<file path="config.mk">
export PLATFORM = sky130hd
export DESIGN_NAME = lzwd_ctrl
export DESIGN_NICKNAME = d
export VERILOG_FILES = /design/src/assert_macros.svh /design/src/lzwd_pkg.sv /design/src/lzwd_ctrl.sv
export SDC_FILE = /design/constraint.sdc
export NUM_CORES = 1
export LEC_CHECK = 0
export BUFFER_PORTS_ARGS = -buffer_cell sky130_fd_sc_hd__buf_4
export CORE_AREA = 3 3 40 42
export CTS_CLUSTER_SIZE = 28
export DETAILED_ROUTE_END_ITERATION = 16
export DIE_AREA = 0 0 43 45
export MAX_ROUTING_LAYER = met4
export PLACE_DENSITY = 0.4
export REMOVE_ABC_BUFFERS = 1
export SYNTH_ARGS = -nofsm -noshare
export SYNTH_HDL_FRONTEND = slang
export SYNTH_SLANG_ARGS = --single-unit
</file>
<file path="constraint.sdc">
create_clock -name clock -period 1.3 [get_ports clock]
set_input_delay 0.26 -clock clock [delete_from_list [all_inputs] [get_ports clock]]
set_output_delay 0.26 -clock clock [all_outputs]
set_load 0.005 [all_outputs]
</file>
<file path="src/assert_macros.svh">
// assert_macros.svh: assertion macros shared by the lzss window decoder RTL.
// Uses the clock and reset names of the including module; no other dependencies.
`ifndef ASSERT_MACROS_SVH
`define ASSERT_MACROS_SVH

// clocked check, suspended while reset is high
`define LZWD_ASSERT(lbl, prop) \
   lbl: assert property (@(posedge clock) disable iff (reset) prop) \
      else $error("lzwd assertion failed");

// clocked check that also holds during reset
`define LZWD_ASSERT_ALWAYS(lbl, prop) \
   lbl: assert property (@(posedge clock) prop) \
      else $error("lzwd assertion failed");

`endif

</file>
<file path="src/lzwd_pkg.sv">
// lzwd_pkg: constants and types of the lzss window decoder.
// Used by the controller, datapath and top level; depends on nothing.
package lzwd_pkg;

   localparam int WINDOW_BITS = 12;
   localparam int WIN_DEPTH   = 1 << WINDOW_BITS;
   localparam int FILL_W      = WINDOW_BITS + 1;
   localparam logic [WINDOW_BITS-1:0] WRITE_START = 12'hFEE;
   localparam int MIN_MATCH   = 3;
   localparam int LEN_W       = 5;
   localparam int BYTE_W      = 8;
   localparam int COUNT_W     = 32;
   localparam int CSR_ADDR_W  = 3;
   localparam int CSR_DATA_W  = 32;
   localparam logic REG_EXPECTED_SIZE = 1'b0;

   typedef enum logic [1:0] {
      OP_FLAGS     = 2'd0,
      OP_LITERAL   = 2'd1,
      OP_PAIR_LOW  = 2'd2,
      OP_PAIR_HIGH = 2'd3
   } op_type;

   typedef struct packed {
      logic   accept;
      op_type op;
      logic   issue;
      logic   emit;
   } cmd_type;

   typedef struct packed {
      logic flags_empty;
      logic flag_bit;
      logic pair_pending;
      logic remain_nz;
      logic pend;
      logic pend_final;
      logic slot_free;
   } sts_type;

endpackage

</file>
<file path="src/lzwd_ctrl.sv">
// lzwd_ctrl: sequencer of the lzss window decoder; picks the item kind and runs copies.
// Depends on lzwd_pkg; drives the datapath through cmd_type, watches sts_type.
module lzwd_ctrl (
   input  logic             clock,
   input  logic             reset,
   input  logic             req_valid,
   output logic             req_ready,
   input  lzwd_pkg::sts_type sts,
   output lzwd_pkg::cmd_type cmd
);
   typedef enum logic [1:0] {
      ST_IDLE = 2'b01,
      ST_COPY = 2'b10
   } state_type;

   state_type state_ff, state_in;
   lzwd_pkg::op_type op;

   always_comb begin
      priority if (sts.flags_empty) begin
         op = lzwd_pkg::OP_FLAGS;
      end else if (sts.flag_bit) begin
         op = lzwd_pkg::OP_LITERAL;
      end else if (!sts.pair_pending) begin
         op = lzwd_pkg::OP_PAIR_LOW;
      end else begin
         op = lzwd_pkg::OP_PAIR_HIGH;
      end
   end

   always_comb begin
      state_in   = state_ff;
      req_ready  = 1'b0;
      cmd.accept = 1'b0;
      cmd.op     = op;
      cmd.issue  = 1'b0;
      cmd.emit   = 1'b0;
      unique case (state_ff)
         ST_IDLE: begin
            req_ready  = sts.slot_free;
            cmd.accept = req_valid && sts.slot_free;
            if (cmd.accept && op == lzwd_pkg::OP_PAIR_HIGH) begin
               state_in = ST_COPY;
            end
         end
         ST_COPY: begin
            cmd.emit  = sts.pend && sts.slot_free;
            cmd.issue = sts.remain_nz && (!sts.pend || sts.slot_free);
            if (cmd.emit && sts.pend_final) begin
               state_in = ST_IDLE;
            end
         end
         default: begin
            state_in = ST_IDLE;
         end
      endcase
   end

   always_ff @(posedge clock) begin
      if (reset) begin
         state_ff <= ST_IDLE;
      end else begin
         state_ff <= state_in;
      end
   end
endmodule

</file>
==> results.ini, run 1 <==
[global_route]
met3_usage_pct = 2.789
antenna_found_initial = 0
globalRouteMet2Util_pct = 8.683
use_met1_pct = 5.755
grt_max_degree = 6
grt_usage_pct = 6.164
grt.busiest_layer = met2
grt_pass1_vias = 234
grt-ovfl-total = 0
grt_pass1_wl_um = 841

[sta]
worst_slew_pin_slew_ns = 0.1931
setup_ws_ns = 0.08777
rsz0062_at_grt = no
hold_viol = 0
slew_violations = 0
relSlewSlack_pct = 87.09
hold_ws_ns = 0.2544
finalSetupTns_ns = 0
finalCritPeriodShare_pct = 93.25
setup_violations = 0
fin_skew_ns = 0.00005652
max_clock_freq_mhz = 824.9
period_needed_ns = 1.212

[power]
ir_drop_mv = 0.2579
cellPowerDensity_nw_per_um2 = 812.9
total_power_mw = 0.2482
power_leakage_nw = 0.1559

[routing]
drc = 0
drt_iter0_drc = 3
dr.pass1.iters = 2
wire_per_inst_um = 9.412
viasPerCell = 4.000
vias = 204
finalWirelength_um = 480
antenna_left = 0

[critical_path]
crit_buf_inv = 1
cp_slowest_cell = dfxtp_1
worstPathArrival_ns = 0.95
crit_chain = nand2b_4 > nor3b_2 > buf_4
r2r_slack_ns = 0.41
startpoint_type = flop
worstSetupEndpointType = primary output
required_ns = 1.04
cp_max_fo = 4
cp_top_family = flip-flops
critPathKind = reg -> out
cp_slowest_stage_delay_ns = 0.31

[layout]
largest_reg_flops = 2
diodes = 0
largest_register = state_ff
stdcell_count = 51
reg_top3 = state_ff x2
areaGrowthSynthToFinish_pct = 121.8
nNetsFinal = 48
fill_cells = 142
layout-drive-gt1-share_pct = 61.11

[clocking]
numCtsBuffers = 3
clkTransAtPathRegs_ns = 0.03
worstSkewPairLatency_ns = 0.22
htree_levels = 1
clock_sinks = 2
clk_path_buf_depth = 2
cts_tree = built
cts_root_buf = clkbuf_4

[place]
port_buffers = 15
pre_cts_slack_ns = 0.08442
hpwlAfterDp_um = 407
gp_congestion = 0.7638
dp.cells = 48

[synthesis]
netlist_area_um2 = 137.6
synth_common_cells = nor2_1, dfxtp_1, nand2_1
synth_ff_type = dfxtp_1
yosysMostFrequentCell = nor2_1
synthArstFlopShare_pct = 0
yosysTopAreaCell = dfxtp_1
synth_edf_count = 0
synth_area_per_cell_um2 = 7.646
ys_seq_elements = 2
synth_top_area_share_pct = 29.09
yosysSeqAreaShare_pct = 29.09
synth_warnings = 0
syn_inst = 18
synth_area_leaders = dfxtp_1, nor2_1, or4b_4
synth_cell_types = 12

[die]
core_um2 = 1285
die_area_um2 = 1935
num_io_pins = 16
dieHeight_um = 45
die_w_um = 43
initial_core_util_pct = 10.71
row_count = 13

[run]
drv_cap = 0

[run_status]
status = finished, final reports clean

[min_path]
hold_path.class = in -> reg

[through the flow]
| stage | area, µm² | utilization [%] |
|---|---|---|
| floorplan | 137.6 | - |
| global placement | 269.0 | 20.93 |
| detailed placement | 269.0 | 20.93 |
| CTS | 296.5 | 23.08 |
| global route | 305.3 | 23.76 |
| finish | 305.3 | 23.76 |
[layout make-up]
class	instances	area, µm²	share of cell area [%]
inverters	1	3.754	1.230
clock buffers	3	22.52	7.377
repair buffers	15	112.6	36.89
flip-flops and latches	2	41.29	13.52
well taps	15	18.77	6.148
multi-input cells	15	106.4	34.84
[power by group]
part           leakage [nW]  switching, mW  internal [mW]
clock network        0.0138         0.0327          0.102
registers            0.0167       0.000567         0.0626
logic                 0.125         0.0177         0.0331
total                 0.156         0.0509          0.197
[path summary, 6_finish.rpt]
| kind | startpoint | endpoint | depth (start not counted) |
|---|---|---|---|
| hold reg to reg | state_ff[1] | state_ff[1] | 2 |
| setup reg to reg | state_ff[0] | state_ff[0] | 2 |
| setup / recovery | state_ff[0] | cmd[1] | 3 |
| hold / removal | reset | state_ff[1] | 2 |
[per-layer routing]
metal  vias up  routed length [µm]
met5         -                   0
met4         0                   0
met3         0                  79
met2        17                 201
met1        84                 198
li1        103                   -
[cells in the final DEF, fill, tap and decap left out, types with 2 or more instances in the layout]
cell | synthesis | layout
clkbuf_4 | 0 | 3
nor2_1 | 5 | 5
nand2_1 | 2 | 2
buf_4 | 0 | 15
[what timing repair did]
action / CTS / global route
hold buffers: 0 / 0
setup endpoints to repair: 1 / 2
pin swaps: 0 / 0
gates resized for setup: 1 / 3
buffers inserted: 0 / 0
[cell families (layout without fill, tap and decap cells)]
family	count (synthesis)	after routing	share of synthesized area [%]
buf+inv	1	19	2.725
simple gates	13	13	54.56
flops	2	2	29.09
compound gates	2	2	13.64
(Power assumes the default switching activity.)
==> run 2: changes to the inputs <==
--- a/config.mk
+++ b/config.mk
@@ -11,7 +11,7 @@
 export DETAILED_ROUTE_END_ITERATION = 16
 export DIE_AREA = 0 0 43 45
 export MAX_ROUTING_LAYER = met4
-export PLACE_DENSITY = 0.4
+export PLACE_DENSITY = 0.41
 export REMOVE_ABC_BUFFERS = 1
 export SYNTH_ARGS = -nofsm -noshare
 export SYNTH_HDL_FRONTEND = slang
==> constraint.sdc (replaced) <==
create_clock -name clock -period 1 [get_ports clock]
set_input_delay 0.2 -clock clock [delete_from_list [all_inputs] [get_ports clock]]
set_output_delay 0.2 -clock clock [all_outputs]
set_load 0.005 [all_outputs]
==> run 2 against run 1 <==
The run now ends with negative setup slack left. Flip-flop and latch count unchanged. Wire length increased by 34%. Design area increased by 28%.
==> results.ini, run 2 (synthesized netlist as in run 1, its figures left out) <==
[die]
die_w_um = 43  ; unchanged
core_um2 = 1285  ; unchanged
die_area_um2 = 1935  ; unchanged
row_count = 13  ; unchanged
dieHeight_um = 45  ; unchanged
num_io_pins = 16  ; unchanged
initial_core_util_pct = 10.71  ; unchanged

[routing]
dr.pass1.iters = 2  ; unchanged
antenna_left = 0  ; unchanged
vias = 237  ; was 204
drt_iter0_drc = 1  ; was 3
finalWirelength_um = 644  ; was 480 µm
drc = 0  ; unchanged
viasPerCell = 4.086  ; was 4.000
wire_per_inst_um = 11.10  ; was 9.412 µm

[sta]
slew_violations = 0  ; unchanged
finalCritPeriodShare_pct = 117.1
period_needed_ns = 1.171
hold_viol = 0  ; unchanged
setup_ws_ns = -0.1709  ; was 0.08777 ns
worst_slew_pin_slew_ns = 0.1791  ; was 0.1931 ns
fin_skew_ns = 0.004148  ; was 0.00005652 ns
finalSetupTns_ns = -0.6317  ; was 0 ns
relSlewSlack_pct = 88.06  ; was 87.09%
max_clock_freq_mhz = 854.0
rsz0062_at_grt = yes  ; was no
setup_violations = 6  ; was 0

[clocking]
numCtsBuffers = 3  ; unchanged
clk_path_buf_depth = 2  ; unchanged
ctsHoldBuffers = 0  ; unchanged
htree_levels = 1  ; unchanged
worstSkewPairLatency_ns = 0.23  ; was 0.22 ns
clkTransAtPathRegs_ns = 0.03  ; about the same
cts_tree = built  ; unchanged
clock_sinks = 2  ; unchanged
cts_root_buf = clkbuf_4  ; unchanged

[layout]
stdcell_count = 58  ; was 51
ff_latch_area_um2 = 42.54  ; was 41.29 µm²
final_common_cell = buf_4  ; unchanged
layout_common_cells = buf_4, buf_6, nor2_1, clkbuf_4  ; was buf_4, nor2_1, clkbuf_4
multi_input_area_um2 = 123.9  ; was 106.4 µm²
nNetsFinal = 55  ; was 48
largest_reg_flops = 2  ; unchanged
reg_top3 = state_ff x2  ; unchanged
diodes = 0  ; unchanged
fill_cells = 145  ; was 142
layout-drive-gt1-share_pct = 76.74  ; was 61.11%
areaGrowthSynthToFinish_pct = 184.5  ; was 121.8%
finish.instance_area_um2 = 391.6  ; was 305.3 µm²
largest_register = state_ff  ; unchanged

[critical_path]
critPathLaunch = state_ff[0]  ; unchanged
worstPathArrival_ns = 0.97  ; was 0.95 ns
critPathKind = reg -> out  ; unchanged
cp_top_family = flip-flops  ; unchanged
worstSetupEndpointType = primary output  ; unchanged
startpoint_type = flop  ; unchanged
cpMostUsedCell = buf_6
crit_chain = nand2b_4 > buf_6 > nor2_4 > buf_6  ; was nand2b_4 > nor3b_2 > buf_4
critical_path_cell_count = 4  ; was 3
cp_slowest_cell = dfxtp_2  ; was dfxtp_1
required_ns = 0.80  ; was 1.04 ns
cp_slowest_stage_delay_ns = 0.31  ; about the same
r2r_slack_ns = -0.07  ; was 0.41 ns
reg2reg_to = state_ff[0]  ; unchanged
worstRegToRegCells = 4  ; was 2
crit_end = cmd[0]  ; was cmd[1]
cp_max_fo = 2  ; was 4
r2r_start = state_ff[0]  ; unchanged
crit_buf_inv = 2  ; was 1

[power]
power_leakage_nw = 0.1957  ; was 0.1559 nW
ir_drop_mv = 0.4560  ; was 0.2579 mV
cellPowerDensity_nw_per_um2 = 892.5  ; was 812.9 nW/µm²

[global_route]
grt_pass1_vias = 266  ; was 234
grt_usage_pct = 8.048  ; was 6.164%
antenna_found_initial = 0  ; unchanged
grt_pass1_wl_um = 1035  ; was 841 µm
grt_max_degree = 6  ; unchanged
grt-ovfl-total = 0  ; unchanged

[run]
drv_cap = 0  ; unchanged

[place]
gp_congestion = 0.7156  ; was 0.7638
dp.cells = 53  ; was 48
port_buffers = 15  ; unchanged
placed_area_um2 = 306.5  ; was 269.0 µm²

[run_status]
status = finished, violations left  ; was finished, final reports clean
failed_checks = negative setup slack

[min_path]
hold_path.class = in -> reg  ; unchanged

## run 2: area by class of cell
type                    count  area share [%]
well taps                  15           4.792
multi-input cells          15           31.63
flip-flops and latches      2           10.86
inverters                   1          0.9585
repair buffers             22           46.01
clock buffers               3           5.751
## run 2: metal layers
layer / GRT usage [%] / vias to the layer above / share of wire (%)
li1: - / 117 / -
met5: - / - / 0
met1: 7.674 / 102 / 34
met3: 3.984 / 2 / 8.7
met2: 11.98 / 16 / 54
met4: 7.229 / 0 / 2.5
## run 2: worst min-delay path by stage
stage | startpoint | slack (ns) | endpoint | depth (start not counted)
2_1_floorplan | reset | 0.32 | state_ff[1] | 1
3_3_place_gp | reset | 0.51 | state_ff[1] | 3
3_5_place_dp | reset | 0.51 | state_ff[1] | 3
4_1_cts | reset | 0.26 | state_ff[1] | 3
5_1_grt | reset | 0.28 | state_ff[1] | 3
6_report | reset | 0.28 | state_ff[1] | 3
## run 2: per-stage QoR
| stage | utilization (%) | hold WS [ns] | power [mW] | setup WS [ns] |
|---|---|---|---|---|
| floorplan | - | 0.3178 | 0.1003 | -0.006740 |
| global placement | 23.86 | 0.5148 | 0.1557 | -0.1406 |
| detailed placement | 23.86 | 0.5138 | 0.1569 | -0.1548 |
| CTS | 28.92 | 0.2592 | 0.3597 | -0.1710 |
| global route | 30.48 | 0.2825 | 0.3853 | -0.2179 |
| finish | 30.48 | 0.2775 | 0.3495 | -0.1709 |
## run 2: where the power goes
group	total (mW)	internal, mW	switching [mW]
clock network	0.184	0.133	0.0513
registers	0.0821	0.0814	0.000738
logic	0.0834	0.0536	0.0298
## run 2: tightest hold or removal path, delay by kind of cell
family,cells,cell delay (ns)
buffers and inverters,2,0.18
AOI/OAI and AO/OA,1,0.07
## run 2: repair_timing
item / in CTS / in global routing
pin swaps: 2 / 1
setup buffers: 2 / 0
endpoints found under the setup margin: 5 / 6
resized for setup: 8 / 4
